### config.mk
export PLATFORM = sky130hd
export DESIGN_NAME = bpit_queue
export DESIGN_NICKNAME = d
export VERILOG_FILES = /design/src/rtl/bpit_pkg.sv /design/src/rtl/bpit_queue.sv
export SDC_FILE = /design/constraint.sdc
export NUM_CORES = 1
export LEC_CHECK = 0
export ABC_AREA = 0
export BUFFER_PORTS_ARGS = -buffer_cell sky130_fd_sc_hd__buf_2
export CORE_MARGIN = 1
export CORE_UTILIZATION = 55
export DETAILED_ROUTE_END_ITERATION = 7
export HOLD_SLACK_MARGIN = 0.12
export PLACE_DENSITY = 0.77
export SLEW_MARGIN = 20
export SYNTH_ARGS = -nofsm -noshare
export SYNTH_HDL_FRONTEND = slang
export SYNTH_SLANG_ARGS = --single-unit
export TNS_END_PERCENT = 10
### constraint.sdc
create_clock -name clk -period 7 [get_ports clk]
set_input_delay 1.4 -clock clk [delete_from_list [all_inputs] [get_ports clk]]
set_output_delay 1.4 -clock clk [all_outputs]
set_load 0.05 [all_outputs]
### src/rtl/bpit_pkg.sv
// Package for the body pose inverse transform: widths, CORDIC constants,
// angle table and fixed-point helpers. No dependencies.
package bpit_pkg;

    localparam int AngleW  = 16;
    localparam int PosW    = 24;
    localparam int DiffW   = 25;
    localparam int TrigW   = 18;                 // Q16 sin/cos, range +-1
    localparam int CordW   = 33;                 // Q30 x/y with headroom
    localparam int ZW      = 34;                 // 2^32 units per turn, signed
    localparam int AtanN   = 24;
    localparam int DefCordicSteps = 16;
    localparam int QueueDepth = 4;
    localparam int QueuePtrW  = 2;

    localparam logic signed [CordW-1:0] CordicGain = 33'sd652032874;

    typedef logic signed [AngleW-1:0] angle_t;
    typedef logic signed [PosW-1:0]   pos_t;
    typedef logic signed [DiffW-1:0]  diff_t;
    typedef logic signed [TrigW-1:0]  trig_t;

    // One classified angle: scaled reduced angle and half-turn flag
    typedef struct packed {
        logic signed [ZW-1:0] z;
        logic                 neg;
    } ang_cls_t;

    // Queue entry between front and back
    typedef struct packed {
        ang_cls_t roll;
        ang_cls_t pitch;
        ang_cls_t yaw;
        diff_t    vx;
        diff_t    vy;
        diff_t    vz;
    } work_t;

    function automatic logic signed [ZW-1:0] atan_turns(input int idx);
        logic signed [ZW-1:0] r;
        case (idx)
            0:  r = 34'sh020000000;
            1:  r = 34'sh012E4051E;
            2:  r = 34'sh009FB385B;
            3:  r = 34'sh0051111D4;
            4:  r = 34'sh0028B0D43;
            5:  r = 34'sh00145D7E1;
            6:  r = 34'sh000A2F61E;
            7:  r = 34'sh000517C55;
            8:  r = 34'sh00028BE53;
            9:  r = 34'sh000145F2F;
            10: r = 34'sh0000A2F98;
            11: r = 34'sh0000517CC;
            12: r = 34'sh000028BE6;
            13: r = 34'sh0000145F3;
            14: r = 34'sh00000A2FA;
            15: r = 34'sh00000517D;
            16: r = 34'sh0000028BE;
            17: r = 34'sh00000145F;
            18: r = 34'sh000000A30;
            19: r = 34'sh000000518;
            20: r = 34'sh00000028C;
            21: r = 34'sh000000146;
            22: r = 34'sh0000000A3;
            23: r = 34'sh000000051;
            default: r = '0;
        endcase
        return r;
    endfunction

    // (a*b + 2^15) >>> 16 on Q16 values
    function automatic trig_t mul16(input trig_t a, input trig_t b);
        logic signed [2*TrigW-1:0] p;
        p = (2*TrigW)'(a) * (2*TrigW)'(b) + 36'sd32768;
        return trig_t'(p >>> 16);
    endfunction

endpackage

### src/rtl/bpit_queue.sv
// Short FIFO decoupling the front from the back.
// Depends on bpit_pkg.
module bpit_queue (
    input  logic            clk,
    input  logic            rst_n,
    input  logic            in_valid,
    output logic            in_stall,
    input  bpit_pkg::work_t in_data,
    output logic            out_valid,
    input  logic            out_stall,
    output bpit_pkg::work_t out_data
);
    import bpit_pkg::*;

    work_t mem [QueueDepth];
    logic [QueuePtrW-1:0] wr_reg, rd_reg;
    logic [QueuePtrW:0]   cnt_reg;
    logic push, pop;

    assign in_stall  = (cnt_reg == (QueuePtrW+1)'(QueueDepth));
    assign out_valid = (cnt_reg != '0);
    assign out_data  = mem[rd_reg];
    assign push = in_valid && !in_stall;
    assign pop  = out_valid && !out_stall;

    always_ff @(posedge clk)
    begin
        if (push)
        begin
            mem[wr_reg] <= in_data;
        end
    end

    always_ff @(posedge clk or negedge rst_n)
    begin
        if (!rst_n)
        begin
            wr_reg  <= '0;
            rd_reg  <= '0;
            cnt_reg <= '0;
        end
        else
        begin
            if (push) wr_reg <= wr_reg + 1'b1;
            if (pop)  rd_reg <= rd_reg + 1'b1;
            cnt_reg <= cnt_reg + (QueuePtrW+1)'(push) - (QueuePtrW+1)'(pop);
        end
    end

endmodule

# Word level (Yosys, flattened, before mapping)
# Memories as Yosys holds them, arrays and structs flattened.
# Cells that the tools add are included.
[totals]
reg_bits = 7
ram_bits = 720
inputBits = 184
output_inout_bits = 182
wordCells = 16
n_memories = 1
[memory_table]
columns = ["name", "depth", "word_bits", "read_ports", "rd_clocked_by_memory_dff", "write_ports", "line", "text"]
rows = [
  ["mem", 4, 180, 1, 0, 1, "bpit_queue.sv:15", "work_t mem [QueueDepth];"],
]
[classes]
addsub = 4
n_eq_ne = 1
mux = 2
reduce_logical = 5
[ops]
columns = ["op", "n"]
rows = [
  ["2-bit by 1-bit adder with 2-bit output (second input constant)", 2],
  ["3-bit by 1-bit adder with 3-bit output", 1],
  ["3-bit equality test (second input constant)", 1],
  ["3-bit nonzero test", 1],
  ["3-bit by 1-bit subtractor with 3-bit output", 1],
  ["1-bit logical AND", 2],
  ["1-bit logical NOT", 2],
  ["1-bit 2-to-1 mux", 2],
]

# Logic depth before layout (Yosys ltp)
# Gate-level depths: netlist (run 1).
[depth]
depth_word = 5
mapped_depth = 10
mapped_depth_nobuf = 10

# Least setup slack after synthesis (run 1)
# Ideal clock, no wire load.
[synth_path]
kind = "input port to flip-flop"
start = "in in_valid"
end = "mem mem[0][0] in the netlist's numbering, enable pin"
setup_time_ns = 0.562
arrival_time_ns = 5.862
required_time_ns = 6.438
path_slack_ns = 0.576
stages = 2
path_buffers = 0
cell_sequence = "nor2b_1 > and2_1"
[synth_between]
elab_chain_len = 3
[synth_lines]
columns = ["element", "line", "text"]
rows = [
  ["start, declared", "bpit_queue.sv:6", "input logic in_valid,"],
  ["1-bit logical AND", "bpit_queue.sv:23", "assign push = in_valid && !in_stall;"],
  ["1-bit 2-to-1 mux", "bpit_queue.sv:28", "if (push)"],
  ["1-bit 2-to-1 mux (not written as such)", "bpit_queue.sv:30", "mem[wr_reg] <= in_data;"],
  ["end, declared", "bpit_queue.sv:15", ""],
]
# No other way between the ends.

==> results by group, run 1 <==
Clocking
  • Clock slew at reported path FFs: 0.06 ns
  • TritonCTS clock tree: yes
  • Num CTS Buffers: 70
  • Hold-fix buffers, CTS: 0
  • Clock tree buffer depth: 3
  • Post-cts sizing count: 0
  • CTS root buffer: clkbuf_16
  • Clk sinks: 727
  • Number of setup buffers added after CTS: 0
  • H-tree depth: 3
  • Worst-Skew Late Latency: 0.60 ns

Floorplan
  • Row count: 79
  • Die area: 48900 um2
  • Initial core utilization: 56.3%
  • Core Area: 47000 um2
  • I/O pins: 366
  • Die span in x: 221 um
  • Chip Height: 221 um

Power and ir drop
  • Leak: 10.5 nW
  • Maximum VDD drop: 0.000360 V
  • P_sw: 6.01 mW
  • Flop pwr share: 38.7%
  • Internal power: 9.52 mW
  • Clock power frac: 23.1%
  • Total power: 15.5 mW
  • Pwr dens: 500 nW/um2
  • Switching share of total power: 38.7%
  • Combinational Power Share: 38.2%

Yosys
  • Synth cell types: 18
  • Syn_nets: 1168
  • Syn_area_per_cell: 27.0 um2
  • Yosys warnings: 0
  • Cell area after synthesis: 26400 um2
  • Seq/Total Area, Yosys: 82.5%
  • Synth Instances: 977
  • Yosys reg bits: 727

Global routing
  • Grt total ovfl: 0
  • Initial antenna violation count: 13
  • Vias in the first global route: 12400
  • Largest net degree at the start of global routing: 102
  • Global-route wire length before repair: 76.8 mm
  • GRT Total Usage: 21.4%

Placed design
  • Pre-CTS WS: 2.96 ns
  • Placed Area: 28900 um2
  • Final Wtd Congestion: 0.766
  • Port bufs: 365
  • Dpl hpwl: 29.7 mm

Cells and area
  • Layout area overhead: 17.6%
  • Share of layout cells above drive strength 1: 45.9%
  • Final core utilization: 66.1%
  • Nets: 1578
  • Max FFs per register: 720
  • Final instance area: 31100 um2

Setup path
  • CP endpoint kind: primary output
  • Cells along the critical path: buf_4, mux4_2, buf_2
  • Crit path buf inv count: 2
  • Slowest cell delay on critical path: 0.97 ns
  • Slowest-stage cell, CP: dfrtp_4
  • Crit path DAT: 3.23 ns
  • Crit Path Max Fanout: 69
  • Cell family with most CP delay: buffers and inverters
  • WP data required: 5.60 ns
  • Setup CP Type: flop to primary output
  • Startpoint Class: flop

Timing
  • Worst-Margin Slew: 1.02 ns
  • Final WS setup: 2.37 ns
  • Max Clock Skew: 0.0229 ns
  • Slew headroom: 32.3%
  • Unrepaired setup endpoints after global routing: false
  • Max Slew Vio Count: 0
  • Final setup vio count: 0
  • Tmin final: 4.63 ns
  • Final hold vios: 0
  • Period Utilization, post-route: 66.1%
  • Achievable Freq: 0.216 GHz
  • Setup TNS: 0 ns

Routing
  • Via density: 5.75
  • Routed len/inst: 25.1 um
  • Antenna viol nets, final: 0
  • Detailed Route WL: 51.4 mm
  • DR iter-0 viols: 932
  • Via count: 11700
  • Drt first pass iters: 5
  • Drc violations: 0

Run status
  • Status: finished clean

Min path
  • Hold Path Class: flop to flop

Flow run
  • Maxcap violations: 0
==> worst register-to-register path: cells and delay by family (launching register included) <==
| kind | cells | cell delay, ns |
|---|---|---|
| flip-flops | 1 | 0.40 |
| AND/OR/NAND/NOR | 3 | 1.35 |
| buffers and inverters | 1 | 0.76 |
==> through the flow <==
step           hold WS, ns  cells
2_1_floorplan        0.503    977
3_3_place_gp         0.516   1922
3_5_place_dp         0.522   1922
4_1_cts              0.560   2039
5_1_grt              0.567   2044
6_report             0.552   2045
==> Yosys cell counts (all sizes together) <==
cell type	count	area, um2
dfrtp	7	175
mux4	180	4050
o22ai	1	6.26
nor2b	1	6.26
nor3	1	5.00
buf	40	325
ha	6	75.1
xnor2	3	26.3
nor2	1	3.75
nor3b	2	20.0
and2	4	25.0
inv	7	26.3
nand2	1	3.75
fa	1	20.0
xor2	2	17.5
edfxtp	720	21600
==> per-layer routing <==
| layer | global-route usage, % | vias up | share of wire, % |
|---|---|---|---|
| met3 | 6.35 | 107 | 7.5 |
| met1 | 27.0 | 6123 | 38 |
| li1 | - | 5069 | - |
| met2 | 35.4 | 436 | 52 |
| met5 | 0 | - | 0.18 |
| met4 | 8.03 | 14 | 2.9 |
==> power groups by stage <==
stage                     registers [mW]  clock network (mW)  logic, mW
after global routing                6.07                3.82       6.18
after CTS                           6.02                3.67       6.02
final                               6.00                3.59       5.93
after floorplan                     6.10                   0       4.77
after detailed placement            6.08                   0       5.98
after global placement              6.03                   0       5.97
==> cell families (layout without fill, tap and decap cells) <==
family | count (synthesis) | in the layout | synth area share (%)
AO/OA/AOI/OAI | 1 | 1 | 0.0237
multiplexers | 180 | 180 | 15.3
flip-flops | 727 | 727 | 82.5
buffers and inverters | 47 | 502 | 1.33
adder cells (fa/ha/maj) | 7 | 7 | 0.360
other | 0 | 6 | 0
XOR/XNOR | 5 | 5 | 0.166
AND/OR/NAND/NOR | 10 | 10 | 0.242
==> cell usage in the layout, fill, tap and decap left out, drive strengths merged <==
cell type / synthesis / routed
nand2: 1 / 1
nor2: 1 / 1
inv: 7 / 11
nor3b: 2 / 2
clkinvlp: 0 / 3
nor3: 1 / 1
nor2b: 1 / 1
and2: 4 / 4
ha: 6 / 6
fa: 1 / 1
xor2: 2 / 2
clkbuf: 0 / 89
buf: 40 / 378
clkinv: 0 / 16
mux4: 180 / 180
o22ai: 1 / 1
xnor2: 3 / 3
diode: 0 / 6
edfxtp: 720 / 720
dfrtp: 7 / 7
bufinv: 0 / 5
==> layout make-up <==
cell class / instances / area (um2)
Sequential cell: 727 / 21800
Fill cell: 2858 / 15900
Multi-Input combinational cell: 203 / 4270
Timing Repair Buffer: 378 / 2000
Clock buffer: 89 / 1890
Tap cell: 607 / 759
Clock inverter: 28 / 288
Inverter: 7 / 26.3
Antenna cell: 6 / 15.0
==> path summary, 6_finish.rpt <==
| path | start | end | slack [ns] | cells after the start |
|---|---|---|---|---|
| max | rd_reg[1] | out_data[41] | 2.37 | 3 |
| min | cnt_reg[0] | cnt_reg[0] | 0.55 | 1 |
| max reg2reg | cnt_reg[2] | mem[1][85] | 4.06 | 4 |
| min reg2reg | cnt_reg[0] | cnt_reg[0] | 0.55 | 1 |
| max in group asynchronous | rst_n | rd_reg[1] | 6.19 | 1 |
| min in group asynchronous | rst_n | wr_reg[1] | 0.62 | 1 |
Note: power is estimated with default switching activity, not from simulation.
==> run 2: changes to the inputs <==
==> constraint.sdc (replaced) <==
create_clock -name clk -period 4.8 [get_ports clk]
set_input_delay 0.96 -clock clk [delete_from_list [all_inputs] [get_ports clk]]
set_output_delay 0.96 -clock clk [all_outputs]
set_load 0.05 [all_outputs]
==> run 2 against run 1 <==
  * Design area up 0.68%
  * Register-to-register slack worse by 1.9 ns
  * Flip-flop and latch count unchanged
  * Sequential power up 46%
  * Worst setup slack worse by 1.4 ns
  * Critical path depth unchanged
  * Global-route usage up 0.17 points
  * Core utilization up 0.45 points
  * Highest routed layer unchanged
==> results by group, run 2 (synthesis results as in run 1) <==
Setup path
  • WP depth: 3
  • Slowest-stage cell, CP: dfrtp_4
  • Cell family with most CP delay: flip-flops
  • Worst reg2reg startpoint: cnt_reg[2]
  • Startpoint Class: flop
  • Slowest cell delay on critical path: 0.99 ns
  • Crit Path Max Fanout: 40
  • Worst setup path start: rd_reg[0]
  • Flop2flop setup slack: 2.16 ns
  • Setup CP Type: flop to primary output
  • Crit path DAT: 2.83 ns
  • R2R depth: 4
  • Crit path buf inv count: 2
  • CP endpoint kind: primary output
  • WP data required: 3.84 ns
  • Cells along the critical path: buf_4, mux4_2, buf_2

Cells and area
  • Most frequent cells in the layout: 720 x edfxtp_1, 365 x buf_2, 180 x mux4_2
  • Nets: 1602
  • Final instance area: 31300 um2
  • Share of layout cells above drive strength 1: 46.9%
  • Max FFs per register: 720
  • Most common cell after layout, fill and taps aside: edfxtp_1
  • Post-route insts no fill: 2077
  • Layout area overhead: 18.4%

Power and ir drop
  • Pwr dens: 726 nW/um2
  • Leak: 10.7 nW
  • Maximum VDD drop: 0.000547 V

Floorplan
  • Initial core utilization: 56.3%
  • Die area: 48900 um2
  • I/O pins: 366
  • Row count: 79
  • Chip Height: 221 um
  • Core Area: 47000 um2
  • Die span in x: 221 um

Global routing
  • Grt total ovfl: 0
  • Global-route wire length before repair: 77.3 mm
  • GRT Total Usage: 21.6%
  • Initial antenna violation count: 13
  • Largest net degree at the start of global routing: 129
  • Vias in the first global route: 12800

Min path
  • Hold Path Class: input pin to async pin

Timing
  • Achievable Freq: 0.264 GHz
  • Period Utilization, post-route: 79.0%
  • Max Clock Skew: 0.0185 ns
  • Slew headroom: 37.7%
  • Worst-Margin Slew: 0.934 ns
  • Final hold vios: 0
  • Setup TNS: 0 ns
  • Final setup vio count: 0
  • Max Slew Vio Count: 0
  • Tmin final: 3.79 ns
  • Unrepaired setup endpoints after global routing: false

Routing
  • DR iter-0 viols: 726
  • Antenna viol nets, final: 0
  • Drt first pass iters: 5
  • Routed len/inst: 24.8 um
  • Drc violations: 0
  • Via density: 5.73
  • Detailed Route WL: 51.6 mm
  • Via count: 11900

Placed design
  • Final Wtd Congestion: 0.760
  • Placed Area: 29100 um2
  • Port bufs: 365
  • DP Cell Count: 1946
  • Dpl hpwl: 31.6 mm

Clocking
  • Number of setup buffers added after CTS: 0
  • H-tree depth: 3
  • CTS root buffer: clkbuf_16
  • Clk sinks: 727
  • Clock tree buffer depth: 3
  • Hold-fix buffers, CTS: 0
  • Post-cts sizing count: 0
  • TritonCTS clock tree: yes
  • Worst-Skew Late Latency: 0.61 ns
  • Num CTS Buffers: 70
  • Clock slew at reported path FFs: 0.06 ns

Run status
  • Status: finished clean

Flow run
  • Maxcap violations: 0
==> run 2: cell type report <==
class / instances / area (um2)
Clock buffer: 86 / 1900
Timing Repair Buffer: 402 / 2240
Antenna cell: 8 / 20.0
Tap cell: 607 / 759
Fill cell: 2862 / 15700
Sequential cell: 727 / 21800
Multi-Input combinational cell: 203 / 4270
Clock inverter: 37 / 240
Inverter: 7 / 26.3
==> run 2: worst reg2reg max path, delay by kind of cell (launching register included) <==
kind	cells	cell delay [ns]
simple gates	3	1.46
buf+inv	1	0.45
flops	1	0.41
==> run 2: metal layers <==
metal  wire length [um]  GRT usage, %
met1              19600          27.0
met4               1100          6.65
met3               4200          7.44
met2              26600          35.7
met5                 75             0
==> run 2: final timing paths <==
kind / endpoint
worst max register to register: mem[0][79]
worst min-delay path: cnt_reg[2]
max in group asynchronous: rd_reg[0]
worst min register to register: cnt_reg[0]
worst max-delay path: out_data[7]
min in group clk: cnt_reg[0]
==> run 2: per-stage QoR <==
stage | utilization (%) | setup WS [ns] | total power, mW | hold slack (ns)
detailed placement | 62.0 | 1.55 | 17.8 | 0.549
floorplan | - | -1.18 | 15.8 | 0.503
global route | 66.6 | 0.830 | 23.5 | 0.169
global placement | 62.0 | 1.56 | 17.7 | 0.520
CTS | 66.5 | 0.883 | 22.9 | 0.157
finish | 66.6 | 1.01 | 22.7 | 0.191
==> run 2: power breakdown <==
group          total, mW  switching, mW  internal (mW)
registers           8.74          0.378           8.36
logic               8.86           6.25           2.61
clock network       5.11           2.20           2.91
==> run 3: changes to the inputs <==
==> constraint.sdc (replaced) <==
create_clock -name clk -period 3.7 [get_ports clk]
set_input_delay 0.74 -clock clk [delete_from_list [all_inputs] [get_ports clk]]
set_output_delay 0.74 -clock clk [all_outputs]
set_load 0.05 [all_outputs]
==> run 3 against run 2 <==
  * Wire length barely moved
  * Clock power increased by 34%
  * Design area grew 0.66%
  * Total power up 31%
  * Critical path depth is the same
  * Sequential power up 30%
==> results by group, run 3 (synthesis results as in run 1) <==
Run status
  • Status: finished clean

Cells and area
  • Share of layout cells above drive strength 1: 46.7%
  • Nets: 1610
  • Most frequent cells in the layout: 720 x edfxtp_1, 365 x buf_2, 180 x mux4_2
  • Layout area overhead: 19.2%
  • Most common cell after layout, fill and taps aside: edfxtp_1
  • Max FFs per register: 720

Floorplan
  • Row count: 79
  • Die span in x: 221 um
  • Chip Height: 221 um
  • Die area: 48900 um2
  • Initial core utilization: 56.3%
  • I/O pins: 366
  • Core Area: 47000 um2

Clocking
  • Clock slew at reported path FFs: 0.06 ns
  • Clk sinks: 727
  • Number of setup buffers added after CTS: 0
  • Num CTS Buffers: 71
  • H-tree depth: 3
  • CTS root buffer: clkbuf_16
  • Hold-fix buffers, CTS: 1
  • TritonCTS clock tree: yes
  • Worst-Skew Late Latency: 0.60 ns
  • Clock tree buffer depth: 3
  • Post-cts sizing count: 0

Routing
  • Drt first pass iters: 5
  • Via density: 5.71
  • Antenna viol nets, final: 0
  • Routed len/inst: 24.8 um
  • Via count: 11900
  • Detailed Route WL: 51.6 mm
  • Drc violations: 0
  • DR iter-0 viols: 922

Global routing
  • Initial antenna violation count: 10
  • Vias in the first global route: 12900
  • GRT Total Usage: 21.6%
  • Grt total ovfl: 0
  • Largest net degree at the start of global routing: 89
  • Global-route wire length before repair: 77.8 mm

Placed design
  • Port bufs: 365
  • Dpl hpwl: 31.2 mm
  • Final Wtd Congestion: 0.749
  • Pre-CTS WS: 0.918 ns

Setup path
  • Setup CP Type: flop to primary output
  • Flop2flop setup slack: 1.23 ns
  • CP endpoint kind: primary output
  • Crit path DAT: 2.64 ns
  • Startpoint Class: flop
  • WP data required: 2.96 ns
  • Crit Path Max Fanout: 48

Timing
  • Max Slew Vio Count: 0
  • Final WS setup: 0.317 ns
  • Period Utilization, post-route: 91.4%
  • Tmin final: 3.38 ns
  • Max Clock Skew: 0.00987 ns
  • Worst-Margin Slew: 0.830 ns
  • Final setup vio count: 0
  • WHS: 0.351 ns
  • Final hold vios: 0
  • Unrepaired setup endpoints after global routing: false
  • Achievable Freq: 0.296 GHz
  • Slew headroom: 44.7%

Power and ir drop
  • Pwr dens: 946 nW/um2
  • Leak: 10.8 nW
  • Maximum VDD drop: 0.000748 V

Flow run
  • Maxcap violations: 0

Min path
  • Hold Path Class: input pin to flop
run 3: cell count changes in the layout (fill, tap and decap cells not counted), moves of 2 or more:
cell,delta
buf_12,+7
clkbuf_1,+6
diode_2,-5
clkinv_2,-4
bufinv_16,+2
clkinv_1,+2
clkinvlp_4,-2
run 3: area by class of cell:
class	instances	area, um2
sequential	727	21800
clock buffer	93	1940
clock inverter	35	265
timing repair buffer	409	2380
multi-input combinational	203	4280
tap	607	759
fill	2905	15500
inverter	7	26.3
antenna	3	7.51
run 3: path summary, 6_finish.rpt:
check                             from            to  cells past startpoint
max reg2reg                 cnt_reg[1]    cnt_reg[2]                      9
min                        in_data[91]    mem[3][91]                      1
min in group asynchronous        rst_n     rd_reg[0]                      2
max                          rd_reg[1]  out_data[48]                      3
min reg2reg                 cnt_reg[0]    cnt_reg[0]                      1
max in group asynchronous        rst_n     rd_reg[1]                      2
run 3: metrics by stage:
step | cell area [um2] | std cells | TNS, ns | power, mW | util [%]
after floorplan | 26400 | 977 | -47.58 | 20.4 | -
after CTS | 31500 | 2081 | 0 | 30.1 | 67.0
after global routing | 31500 | 2083 | 0 | 30.8 | 67.0
after global placement | 29200 | 1952 | 0 | 23.1 | 62.3
after detailed placement | 29200 | 1952 | 0 | 23.2 | 62.3
final | 31500 | 2084 | 0 | 29.8 | 67.0
run 3: where the power goes:
part	switching (mW)	internal, mW	total (mW)	leakage (nW)
registers	0.513	10.8	11.4	6.67
logic	8.12	3.47	11.6	3.00
clock network	2.85	3.98	6.83	1.09
run 3: routing by layer:
| layer | global-route usage (%) | share of wire, % | vias up |
|---|---|---|---|
| met1 | 27.5 | 38 | 6237 |
| li1 | - | - | 5138 |
| met3 | 7.22 | 8.0 | 96 |
| met5 | 0 | 0.17 | - |
| met2 | 35.7 | 52 | 417 |
| met4 | 6.38 | 2.1 | 14 |
run 3: critical path, stage by stage, from the launching register on:
cell	delay, ns
dfrtp_4	0.93
buf_4	0.43
mux4_2	0.38
buf_2	0.23
