===== src/rtl/bpit_pkg.sv =====
// Package for the body pose inverse transform: widths, CORDIC constants,
// angle table and fixed-point helpers. No dependencies.
package bpit_pkg;

    localparam int AngleW  = 16;
    localparam int PosW    = 24;
    localparam int DiffW   = 25;
    localparam int TrigW   = 18;                 // Q16 sin/cos, range +-1
    localparam int CordW   = 33;                 // Q30 x/y with headroom
    localparam int ZW      = 34;                 // 2^32 units per turn, signed
    localparam int AtanN   = 24;
    localparam int DefCordicSteps = 16;
    localparam int QueueDepth = 4;
    localparam int QueuePtrW  = 2;

    localparam logic signed [CordW-1:0] CordicGain = 33'sd652032874;

    typedef logic signed [AngleW-1:0] angle_t;
    typedef logic signed [PosW-1:0]   pos_t;
    typedef logic signed [DiffW-1:0]  diff_t;
    typedef logic signed [TrigW-1:0]  trig_t;

    // One classified angle: scaled reduced angle and half-turn flag
    typedef struct packed {
        logic signed [ZW-1:0] z;
        logic                 neg;
    } ang_cls_t;

    // Queue entry between front and back
    typedef struct packed {
        ang_cls_t roll;
        ang_cls_t pitch;
        ang_cls_t yaw;
        diff_t    vx;
        diff_t    vy;
        diff_t    vz;
    } work_t;

    function automatic logic signed [ZW-1:0] atan_turns(input int idx);
        logic signed [ZW-1:0] r;
        case (idx)
            0:  r = 34'sh020000000;
            1:  r = 34'sh012E4051E;
            2:  r = 34'sh009FB385B;
            3:  r = 34'sh0051111D4;
            4:  r = 34'sh0028B0D43;
            5:  r = 34'sh00145D7E1;
            6:  r = 34'sh000A2F61E;
            7:  r = 34'sh000517C55;
            8:  r = 34'sh00028BE53;
            9:  r = 34'sh000145F2F;
            10: r = 34'sh0000A2F98;
            11: r = 34'sh0000517CC;
            12: r = 34'sh000028BE6;
            13: r = 34'sh0000145F3;
            14: r = 34'sh00000A2FA;
            15: r = 34'sh00000517D;
            16: r = 34'sh0000028BE;
            17: r = 34'sh00000145F;
            18: r = 34'sh000000A30;
            19: r = 34'sh000000518;
            20: r = 34'sh00000028C;
            21: r = 34'sh000000146;
            22: r = 34'sh0000000A3;
            23: r = 34'sh000000051;
            default: r = '0;
        endcase
        return r;
    endfunction

    // (a*b + 2^15) >>> 16 on Q16 values
    function automatic trig_t mul16(input trig_t a, input trig_t b);
        logic signed [2*TrigW-1:0] p;
        p = (2*TrigW)'(a) * (2*TrigW)'(b) + 36'sd32768;
        return trig_t'(p >>> 16);
    endfunction

endpackage


===== src/rtl/bpit_front.sv =====
// Front part: angle reduction and world-minus-shift difference.
// Depends on bpit_pkg.
module bpit_front (
    input  logic           clk,
    input  logic           rst_n,
    input  logic           valid,
    output logic           stall,
    input  bpit_pkg::angle_t roll_angle,
    input  bpit_pkg::angle_t pitch_angle,
    input  bpit_pkg::angle_t yaw_angle,
    input  bpit_pkg::pos_t shift_x,
    input  bpit_pkg::pos_t shift_y,
    input  bpit_pkg::pos_t shift_z,
    input  bpit_pkg::pos_t world_x,
    input  bpit_pkg::pos_t world_y,
    input  bpit_pkg::pos_t world_z,
    output logic           q_valid,
    input  logic           q_stall,
    output bpit_pkg::work_t q_data
);
    import bpit_pkg::*;

    work_t data_reg;
    logic  valid_reg;

    function automatic ang_cls_t classify(input angle_t a);
        ang_cls_t c;
        angle_t   r;
        c.neg = 1'b0;
        r = a;
        // adding or subtracting a half turn is the same modulo 2^16
        if (a >= 16'sd16384) begin
            r = a + 16'sh8000;
            c.neg = 1'b1;
        end else if (a < -16'sd16384) begin
            r = a + 16'sh8000;
            c.neg = 1'b1;
        end
        c.z = {{(ZW-AngleW-16){r[AngleW-1]}}, r, 16'h0000};
        return c;
    endfunction

    assign stall   = valid_reg && q_stall;
    assign q_valid = valid_reg;
    assign q_data  = data_reg;

    always_ff @(posedge clk or negedge rst_n)
    begin
        if (!rst_n)
        begin
            valid_reg <= 1'b0;
        end
        else if (!stall)
        begin
            valid_reg <= valid;
        end
    end

    always_ff @(posedge clk)
    begin
        if (valid && !stall)
        begin
            data_reg.roll  <= classify(roll_angle);
            data_reg.pitch <= classify(pitch_angle);
            data_reg.yaw   <= classify(yaw_angle);
            data_reg.vx    <= DiffW'(world_x) - DiffW'(shift_x);
            data_reg.vy    <= DiffW'(world_y) - DiffW'(shift_y);
            data_reg.vz    <= DiffW'(world_z) - DiffW'(shift_z);
        end
    end

endmodule


===== config.mk =====
export PLATFORM = sky130hd
export DESIGN_NAME = bpit_front
export DESIGN_NICKNAME = d
export VERILOG_FILES = /design/src/rtl/bpit_pkg.sv /design/src/rtl/bpit_front.sv
export SDC_FILE = /design/constraint.sdc
export NUM_CORES = 1
export LEC_CHECK = 0
export BUFFER_PORTS_ARGS = -buffer_cell sky130_fd_sc_hd__clkbuf_2
export CAP_MARGIN = 0
export CORE_AREA = 4 4 144 146
export CTS_BUF_LIST = sky130_fd_sc_hd__clkbuf_8
export CTS_CLUSTER_DIAMETER = 40
export DETAILED_ROUTE_END_ITERATION = 16
export DIE_AREA = 0 0 148 150
export HOLD_SLACK_MARGIN = 0.03
export PLACE_DENSITY = 0.74
export SLEW_MARGIN = 15
export SYNTH_ARGS = -nofsm -noshare
export SYNTH_HDL_FRONTEND = slang
export SYNTH_SLANG_ARGS = --single-unit
export TNS_END_PERCENT = 1

===== constraint.sdc =====
create_clock -name clk -period 8.73 [get_ports clk]
set_input_delay 1.746 -clock clk [delete_from_list [all_inputs] [get_ports clk]]
set_output_delay 1.746 -clock clk [all_outputs]
set_load 0.02 [all_outputs]

# Yosys cells after proc, flatten, opt, wreduce, memory -nomap -nowiden
# Index checks and enable logic that the tools add are counted.
# W data, S select, Z words.
# totals
regBits	127
out_inout_bits	182
# op_classes
n_addsub	6
n_lt_le_gt_ge	6
mux	9
reduce_logical	3
# ops
op	count
$mux W16	6
$sub A24 B24 Y25	3
$add A16 B16 Y16 const B	3
$ge A16 B16 Y1 const B	3
$lt A16 B15 Y1 const B	3
$mux W1	3
$logic_and A1 B1 Y1	2
$logic_not A1 Y1	1

# Logic depth before layout (Yosys ltp)
# Gate-level depths: netlist of run 1.
# logic_depth
depth_word	3
ltp_mapped	10
depth_no_buf	10

# Worst setup path before layout of run 1
# Ideal clock, no wire load.
# synth_path
path_type	input port to flip-flop
start	in q_stall
end	reg data_reg, in the netlist q_data[0], enable pin
setup_ns	0.625
t_arrival_ns	7.507
required_time_ns	8.105
path_slack_ns	0.598
stages	2
path_buffers	0
path_cell_list	and2_1 nor2b_1
# synth_via
elab_chain_cells	3
# synth_lines
element	line_no	source
from (decl)	bpit_front.sv:18	input logic q_stall,
$logic_and A1 B1 Y1	bpit_front.sv:43	assign stall = valid_reg && q_stall;
$logic_not A1 Y1	bpit_front.sv:61	if (valid && !stall)
$logic_and A1 B1 Y1	bpit_front.sv:61	
to (decl)	bpit_front.sv:23	work_t data_reg;
# Every way passes these cells.
# A chain may end at the register's enable or synchronous reset.

# Final worst setup path of run 1
# layout_path
start	in q_stall
end	out stall
# layout_via
elab_chain_cells	1
# layout_lines
element	line_no	source
$logic_and A1 B1 Y1	bpit_front.sv:43	
to (decl)	bpit_front.sv:7	output logic stall,
# Every way passes these cells.

==> results of run 1 <==
Yosys cell counts, drive strengths merged (11+ instances only):
cell type,instances
edfxtp,126
inv,98
ha,72
a21oi,59
buf,55
nor2,43
xnor2,43
o21ai,36
nand2,34
a21o,27
xor2,17
clkbuf,15
nor2b,13
nor3,13
and3,11
nand2b,11
o21a,11
kinds of logic (layout without fill, tap and decap cells):
kind of cell / after synthesis / after routing / synth area share, %
fa+ha+maj: 75 / 75 / 11.51
compound gates: 199 / 199 / 16.49
flops: 127 / 127 / 45.62
xor+xnor: 60 / 60 / 6.295
mux: 1 / 1 / 0.1199
simple gates: 162 / 162 / 9.847
other cells: 1 / 49 / 0.04492
buf+inv: 168 / 461 / 10.07
cell usage in the layout, fill, tap and decap left out, types with 4 or more instances in the layout:
master and count:
a211oi_1 6, a21o_1 26, a21oi_1 55, a311oi_1 4
a31oi_1 9, and2_1 4, and3_1 10, clkbuf_2 329
clkbuf_8 17, conb_1 48, edfxtp_1 126, ha_1 72
inv_1 98, inv_6 4, nand2_1 33, nand2b_1 11
nand3_1 10, nand4_1 9, nor2_1 43, nor2b_1 12
nor3_1 12, o211ai_1 8, o21a_1 11, o21ai_0 28
o21ai_2 5, o21bai_1 4, o31a_1 4, or3_1 5
xnor2_1 43, xor2_1 17
per-layer routing:
layer	global-route usage (%)	vias up	wire (um)
met5	0	-	20
met4	6.651	2	542
met3	4.361	37	1498
met2	33.66	285	11180
met1	23.21	3199	9012
li1	-	3396	-
state kept, by name, indices dropped and copies added, names as in the netlist:
name / count
q_data: 126
q_valid: 1
through the flow:
stage | instance area [um^2] | worst slack (ns) | hold WS [ns]
detailed placement | 10050 | 4.717 | 0.7244
CTS | 10450 | 4.753 | 0.7427
global placement | 10050 | 4.771 | 0.6853
global route | 10450 | 4.730 | 0.7818
floorplan | 8524 | 0.5979 | 0.8985
finish | 10450 | 4.755 | 0.7451
power by group through the flow:
| stage | Combinational (mW) | Sequential, mW | Clock, mW |
|---|---|---|---|
| 2_1_floorplan | 0.299 | 0.851 | 0 |
| 3_3_place_gp | 0.505 | 0.777 | 0 |
| 3_5_place_dp | 0.514 | 0.779 | 0 |
| 4_1_cts | 0.516 | 0.765 | 0.533 |
| 5_1_grt | 0.564 | 0.769 | 0.561 |
| 6_report | 0.514 | 0.764 | 0.518 |
final cells by class:
cell class	count	area, um^2	share of cell area, %
sequential	127	3809	36.46
clock inverter	15	158.9	1.521
antenna	1	2.502	0.02395
timing repair buffer	331	1662	15.90
inverter	98	367.9	3.521
tap	265	331.6	3.174
multi-input combinational	545	3882	37.16
clock buffer	17	234.0	2.240
worst register-to-register path, delay by kind of cell, from the launching register on:
| family | cells | cell delay [ns] |
|---|---|---|
| flops | 1 | 0.39 |
| buf+inv | 1 | 0.68 |
| simple gates | 2 | 0.34 |
worst max path at each step:
| stage | slack, ns | to | startpoint | cells after the start |
|---|---|---|---|---|
| finish | 4.76 | stall | q_stall | 3 |
| floorplan | 0.60 | q_data[0]$_DFFE_PP_ | q_stall | 2 |
| global route | 4.73 | stall | q_stall | 3 |
| detailed placement | 4.72 | q_data[42]$_DFFE_PP_ | shift_y[1] | 10 |
| global placement | 4.77 | stall | q_stall | 3 |
| CTS | 4.75 | stall | q_stall | 3 |
==> results.py, run 1 <==
metrics = {
    "power": {
        "intPower_mw": 1.203,
        "power_frac_clock_pct": 28.8,
        "p_total_mw": 1.796,
        "power_density_nw_per_um2": 171.9,
        "p_switching_uw": 593.0,
        "ir_drop_mv": 0.08057,
        "pwr-share-seq_pct": 42.6,
        "p_sw_share_pct": 33.02,
        "leakage_nw": 5.081,
        "combPwrFrac_pct": 28.6,
    },
    "global_route": {
        "grt_pass1_wl_um": 33740,
        "grt_usage_pct": 19.17,
        "grt_start_max_net_pins": 67,
        "antenna_found_initial": 2,
        "grt_pass1_vias": 6726,
        "grt_overflow": 0,
    },
    "floorplanning": {
        "io-pin-count": 378,
        "fp-row-count": 51,
        "start_util_pct": 43.03,
        "die_w_um": 148,
        "dieArea_um2": 22200,
        "core-area_um2": 19400,
        "die_h_um": 150,
    },
    "yosys": {
        "synth-seq-cells": 127,
        "synth_area_um2": 8348,
        "avgSynthCellArea_um2": 10.53,
        "synthArstFlopShare_pct": 0.7874,
        "yosysTopAreaCellShare_pct": 45.32,
        "syn_inst": 793,
        "post-synth-top-area-cell": "edfxtp_1",
        "synth_warnings": 0,
        "synth_edf_count": 126,
        "synth_top_flop_cell": "edfxtp_1",
        "yosysUniqueCellTypes": 68,
        "synth_area_leaders": "edfxtp_1 (45%), ha_1 (11%), buf_4 (4.9%), xnor2_1 (4.5%), inv_1 (4.4%)",
        "ys_seq_area_share_pct": 45.62,
    },
    "timing": {
        "worst-slew-pin-transition_ns": 0.8812,
        "setup_viol_count_final": 0,
        "rsz0062_at_grt": "no",
        "hold_viol": 0,
        "max_freq_mhz": 251.6,
        "finalSetupTns_ns": 0,
        "finClkSkew_ns": 0.009232,
        "period_share_pct": 45.53,
        "layout_min_cycle_time_ns": 3.975,
        "slew-limit-headroom_pct": 41.26,
        "drv_slew": 0,
    },
    "clock_tree": {
        "cts_buffer_depth": 2,
        "cts_hold_buf": 0,
        "path_clk_slew_ns": 0.08,
        "cts_inserted_buffers": 17,
        "clock_latency_ns": 0.43,
        "cts_setup_buffers": 0,
        "root_buffer": "clkbuf_8",
        "cts_tree": "yes",
        "cts_resized": 0,
        "htreeDepth": 4,
        "numClockSinks": 127,
    },
    "place": {
        "io_buffers": 329,
        "hpwl_um": 18260,
        "dp.cells": 1366,
        "place.gp.congestion": 0.9041,
    },
    "routing": {
        "post_drt_via_cell_ratio": 4.946,
        "drc": 0,
        "drt_iter0_markers": 298,
        "drtAntennaViolNets": 0,
        "num_vias": 6919,
        "drtPass1Iterations": 4,
        "routed_wl_um": 22260,
        "wl_per_cell_um": 15.91,
    },
    "critical_path": {
        "critPathBufInv": 2,
        "slowest_stage": "and2_1",
        "start_kind": "primary input",
        "arrival_ns": 2.23,
        "critical_path_class": "in2out",
        "path_max_fanout": 3,
        "critPathRequiredTime_ns": 6.98,
        "r2r_slack_ns": 6.88,
        "slowest_delay_ns": 0.20,
        "crit_chain": "clkbuf_2 > and2_1 > clkbuf_2",
        "crit_family": "buffers and inverters",
        "rr_worst_depth": 3,
        "critPathMostFrequentCell": "clkbuf_2",
        "r2r_end": "q_data[11]$_DFFE_PP_",
        "cp-end-kind": "output port",
        "reg2reg_from": "q_valid$_DFFE_PN0N_",
    },
    "hold_path": {
        "holdPathStages": 2,
        "min_from": "q_valid$_DFFE_PN0N_",
        "min_path_type": "reg2reg",
        "whs_endpoint": "q_valid$_DFFE_PN0N_",
    },
    "cells_and_area": {
        "drive_gt1_share_pct": 34.25,
        "fill_cells": 1779,
        "finalNetCount": 1391,
        "syn_to_final_growth_pct": 25.15,
        "post-route-util_pct": 53.86,
        "final_cells": 1399,
    },
    "outcome": {
        "status": "complete, no violations",
    },
    "job": {
        "drv_cap": 0,
    },
}
No activity file was read; power rests on OpenSTA's default activity.
==> run 2: changes to the inputs <==
==> constraint.sdc (replaced) <==
create_clock -name clk -period 3.8 [get_ports clk]
set_input_delay 0.76 -clock clk [delete_from_list [all_inputs] [get_ports clk]]
set_output_delay 0.76 -clock clk [all_outputs]
set_load 0.02 [all_outputs]
==> results.py, run 2 (same netlist as run 1, synthesis figures left out) <==
metrics = {
    "clock_tree": {
        "clock_latency_ns": 0.44,
        "htreeDepth": 4,
        "cts_buffer_depth": 2,
        "numClockSinks": 127,
        "cts_tree": "yes",
        "cts_hold_buf": 0,
        "cts_resized": 0,
        "cts_inserted_buffers": 17,
        "root_buffer": "clkbuf_8",
        "path_clk_slew_ns": 0.08,
        "cts_setup_buffers": 0,
    },
    "cells_and_area": {
        "drive_gt1_share_pct": 34.25,
        "finalInstanceArea_um2": 10470,
        "syn_to_final_growth_pct": 25.46,
        "finalNetCount": 1391,
        "num_antenna_cells": 0,
        "largest_register_ff_count": 126,
        "mostFrequentLayoutCell": "clkbuf_2",
        "final_cell_mix": "clkbuf_2 (329), edfxtp_1 (126), inv_1 (98)",
    },
    "routing": {
        "num_vias": 6838,
        "drtPass1Iterations": 4,
        "routed_wl_um": 21700,
        "drtAntennaViolNets": 0,
        "post_drt_via_cell_ratio": 4.891,
        "wl_per_cell_um": 15.53,
        "drt_iter0_markers": 335,
        "drc": 0,
    },
    "critical_path": {
        "critical_path_class": "in2reg",
        "cp-end-kind": "flop",
        "rr_worst_depth": 3,
        "critPathRequiredTime_ns": 3.99,
        "r2r_end": "q_data[7]$_DFFE_PP_",
        "reg2reg_from": "q_valid$_DFFE_PN0N_",
        "arrival_ns": 2.75,
        "r2r_slack_ns": 1.93,
        "start_kind": "primary input",
        "path_max_fanout": 4,
    },
    "outcome": {
        "status": "complete, no violations",
    },
    "power": {
        "ir_drop_mv": 0.2374,
        "power_density_nw_per_um2": 395.9,
        "leakage_nw": 5.093,
    },
    "floorplanning": {
        "start_util_pct": 43.03,
        "dieArea_um2": 22200,
        "die_h_um": 150,
        "core-area_um2": 19400,
        "io-pin-count": 378,
        "fp-row-count": 51,
        "die_w_um": 148,
    },
    "hold_path": {
        "min_path_type": "in2async",
    },
    "timing": {
        "finalSetupTns_ns": 0,
        "layout_min_cycle_time_ns": 2.563,
        "finClkSkew_ns": 0.009423,
        "max_freq_mhz": 390.1,
        "period_share_pct": 67.46,
        "drv_slew": 0,
        "worst-slew-pin-transition_ns": 0.6428,
        "setup_viol_count_final": 0,
        "slew-limit-headroom_pct": 57.06,
        "hold_viol": 0,
        "rsz0062_at_grt": "no",
    },
    "global_route": {
        "grt_pass1_wl_um": 32510,
        "grt_overflow": 0,
        "grt_start_max_net_pins": 57,
        "antenna_found_initial": 1,
        "grt_usage_pct": 18.40,
        "grt_pass1_vias": 6347,
    },
    "place": {
        "placement.cell_area_um2": 10080,
        "place.gp.congestion": 0.8749,
        "io_buffers": 329,
        "hpwl_um": 17640,
    },
    "job": {
        "drv_cap": 0,
    },
}
run 2: area by class of cell:
class | count | area (um^2)
fill | 1805 | 8925
multi-input combinational | 545 | 3882
sequential | 127 | 3809
timing repair buffer | 331 | 1687
inverter | 98 | 367.9
tap | 265 | 331.6
clock buffer | 18 | 247.7
clock inverter | 14 | 148.9
run 2: worst max path at each step:
stage | cells past startpoint | from | slack, ns | end
after CTS | 10 | world_y[0] | 1.26 | q_data[47]$_DFFE_PP_
after global placement | 10 | world_y[0] | 0.81 | q_data[47]$_DFFE_PP_
after detailed placement | 10 | shift_y[1] | 0.79 | q_data[42]$_DFFE_PP_
after floorplan | 2 | q_stall | 0.47 | q_data[0]$_DFFE_PP_
after global routing | 10 | world_y[0] | 1.13 | q_data[47]$_DFFE_PP_
final | 10 | world_y[0] | 1.24 | q_data[47]$_DFFE_PP_
run 2: critical path, stage by stage:
cell	delay (ns)
clkbuf_2	0.09
inv_1	0.04
ha_1	0.22
fa_1	0.42
nor2b_1	0.16
o31a_1	0.21
o21ai_1	0.13
o21ai_2	0.26
a21oi_2	0.14
a311o_1	0.32
run 2: power breakdown:
part / total, mW / switching, mW / internal, mW
logic: 1.18 / 0.725 / 0.458
registers: 1.75 / 0.0355 / 1.72
clock network: 1.21 / 0.647 / 0.563
run 2: per-layer routing:
layer | share of wire, % | global-route usage, % | vias up
met5 | 0.032 | 0 | -
met4 | 2.5 | 6.328 | 2
met3 | 7.1 | 3.816 | 33
met2 | 50 | 31.90 | 293
met1 | 40 | 22.89 | 3118
li1 | - | - | 3392
run 2: stage by stage:
step                      worst slack (ns)  util (%)  hold WS, ns  total power [mW]  std cells
after global routing                 1.132     53.99      0.03871             4.368       1398
after global placement              0.8133     51.95       0.5388             2.949       1366
after floorplan                     0.4706         -       0.4644             2.630        840
final                                1.237     53.99      0.08237             4.146       1398
after CTS                            1.261     53.99      0.04776             4.184       1398
after detailed placement            0.7923     51.95       0.5389             2.967       1366
==> run 3: changes to the inputs <==
--- a/config.mk
+++ b/config.mk
@@ -7,13 +7,13 @@
 export LEC_CHECK = 0
 export BUFFER_PORTS_ARGS = -buffer_cell sky130_fd_sc_hd__clkbuf_2
 export CAP_MARGIN = 0
-export CORE_AREA = 4 4 144 146
+export CORE_AREA = 4 4 146 148
 export CTS_BUF_LIST = sky130_fd_sc_hd__clkbuf_8
 export CTS_CLUSTER_DIAMETER = 40
 export DETAILED_ROUTE_END_ITERATION = 16
-export DIE_AREA = 0 0 148 150
+export DIE_AREA = 0 0 150 152
 export HOLD_SLACK_MARGIN = 0.03
-export PLACE_DENSITY = 0.74
+export PLACE_DENSITY = 0.75
 export SLEW_MARGIN = 15
 export SYNTH_ARGS = -nofsm -noshare
 export SYNTH_HDL_FRONTEND = slang
==> constraint.sdc (replaced) <==
create_clock -name clk -period 2.32 [get_ports clk]
set_input_delay 0.464 -clock clk [delete_from_list [all_inputs] [get_ports clk]]
set_output_delay 0.464 -clock clk [all_outputs]
set_load 0.02 [all_outputs]
==> results.py, run 3 (same netlist as run 1, synthesis figures left out) <==
metrics = {
    "cells_and_area": {
        "drive_gt1_share_pct": 41.19,
        "final_cell_mix": "clkbuf_2 (329), buf_4 (131), edfxtp_1 (126)",
        "final_cells": 1535,
        "largest_register_ff_count": 126,
        "finalInstanceArea_um2": 11460,
        "seq_area_um2": 3810,
        "multi_input_area_um2": 3885,
        "mostFrequentLayoutCell": "clkbuf_2",
        "num_antenna_cells": 0,
        "fill_cells": 1803,
        "syn_to_final_growth_pct": 37.29,
        "post-route-util_pct": 57.19,
        "finalNetCount": 1523,
    },
    "global_route": {
        "grt_usage_pct": 19.60,
        "antenna_found_initial": 2,
        "use_met2_pct": 34.36,
        "gr-usage-met3_pct": 3.634,
        "grt_start_max_net_pins": 74,
        "grt_use_met1_pct": 23.79,
        "grt_pass1_wl_um": 35570,
        "grt.busiest_layer": "met2",
        "grt_pass1_vias": 7112,
        "grt_overflow": 0,
    },
    "clock_tree": {
        "cts_buffer_depth": 2,
        "root_buffer": "clkbuf_8",
        "cts_resized": 0,
        "htreeDepth": 4,
        "numClockSinks": 127,
        "clock_latency_ns": 0.43,
        "cts_setup_buffers": 0,
        "cts_inserted_buffers": 17,
        "path_clk_slew_ns": 0.09,
        "cts_tree": "yes",
    },
    "floorplanning": {
        "fp-row-count": 52,
        "io-pin-count": 378,
        "start_util_pct": 41.66,
        "die_h_um": 152,
        "die_w_um": 150,
        "dieArea_um2": 22800,
        "core-area_um2": 20040,
    },
    "power": {
        "power_density_nw_per_um2": 608.5,
        "ir_drop_mv": 0.2796,
        "p_total_mw": 6.975,
        "leakage_nw": 5.734,
    },
    "routing": {
        "routed_wl_um": 22980,
        "wl_per_cell_um": 14.97,
        "drc": 0,
        "drtPass1Iterations": 4,
        "post_drt_via_cell_ratio": 4.735,
        "num_vias": 7268,
        "drtAntennaViolNets": 0,
        "drt_iter0_markers": 374,
    },
    "timing": {
        "drv_slew": 0,
        "final.setup.worst_slack_ns": 0.1214,
        "hold_viol": 0,
        "setup_viol_count_final": 0,
        "layout_min_cycle_time_ns": 2.199,
        "max_freq_mhz": 454.8,
        "finClkSkew_ns": 0.01269,
        "rsz0062_at_grt": "no",
        "period_share_pct": 94.77,
        "finalSetupTns_ns": 0,
        "holdWs_ns": 0.1942,
    },
    "outcome": {
        "status": "complete, no violations",
    },
    "place": {
        "io_buffers": 329,
        "placement.cell_area_um2": 11070,
        "place_ws_ns": -0.3348,
        "dp.cells": 1502,
        "place.gp.congestion": 0.8934,
        "hpwl_um": 19240,
    },
    "critical_path": {
        "path_max_fanout": 3,
        "r2r_slack_ns": 0.80,
        "start_kind": "primary input",
        "critPathRequiredTime_ns": 2.50,
        "cp-end-kind": "flop",
        "arrival_ns": 2.38,
        "critical_path_class": "in2reg",
    },
    "hold_path": {
        "min_path_type": "in2reg",
    },
    "job": {
        "drv_cap": 0,
    },
}
==> run 3: critical path, cell delays in order <==
cell and delay, ns:
clkbuf_2 0.07, inv_1 0.03, ha_1 0.22, fa_1 0.39, nand2b_1 0.18, a21o_2 0.23
a21oi_4 0.16, o31ai_2 0.15, a311oi_1 0.37, xnor2_1 0.11
==> run 3: repair_timing <==
action	CTS	global route
hold buffers	1	0
setup endpoints to repair	0	0
hold endpoints to repair	1	0
==> run 3: worst paths after layout <==
path / startpoint / depth (start not counted) / end
worst max-delay path: world_x[0] / 10 / q_data[68]$_DFFE_PP_
worst max register to register: q_valid$_DFFE_PN0N_ / 3 / q_data[7]$_DFFE_PP_
worst min-delay path: roll_angle[12] / 1 / q_data[174]$_DFFE_PP_
min in group asynchronous: rst_n / 2 / q_valid$_DFFE_PN0N_
max in group asynchronous: rst_n / 2 / q_valid$_DFFE_PN0N_
worst min register to register: q_valid$_DFFE_PN0N_ / 2 / q_valid$_DFFE_PN0N_
==> run 3: layout make-up <==
class	instances	share of cell area, %
multi-input cells	545	33.90
inverters	98	3.210
repair buffers	463	23.38
clock inverters	14	1.157
flip-flops and latches	127	33.24
clock buffers	18	2.162
well taps	270	2.948
==> run 3: metal layers <==
metal / vias to the layer above / routed length [um]
met2: 269 / 11570
met5: - / 27
met3: 35 / 1550
li1: 3660 / -
met4: 4 / 563
met1: 3300 / 9270
==> run 3: where the power goes <==
part,switching [mW],internal [mW],total [mW]
Clock,0.984,0.892,1.88
Sequential,0.0638,2.82,2.88
Combinational,1.24,0.979,2.22
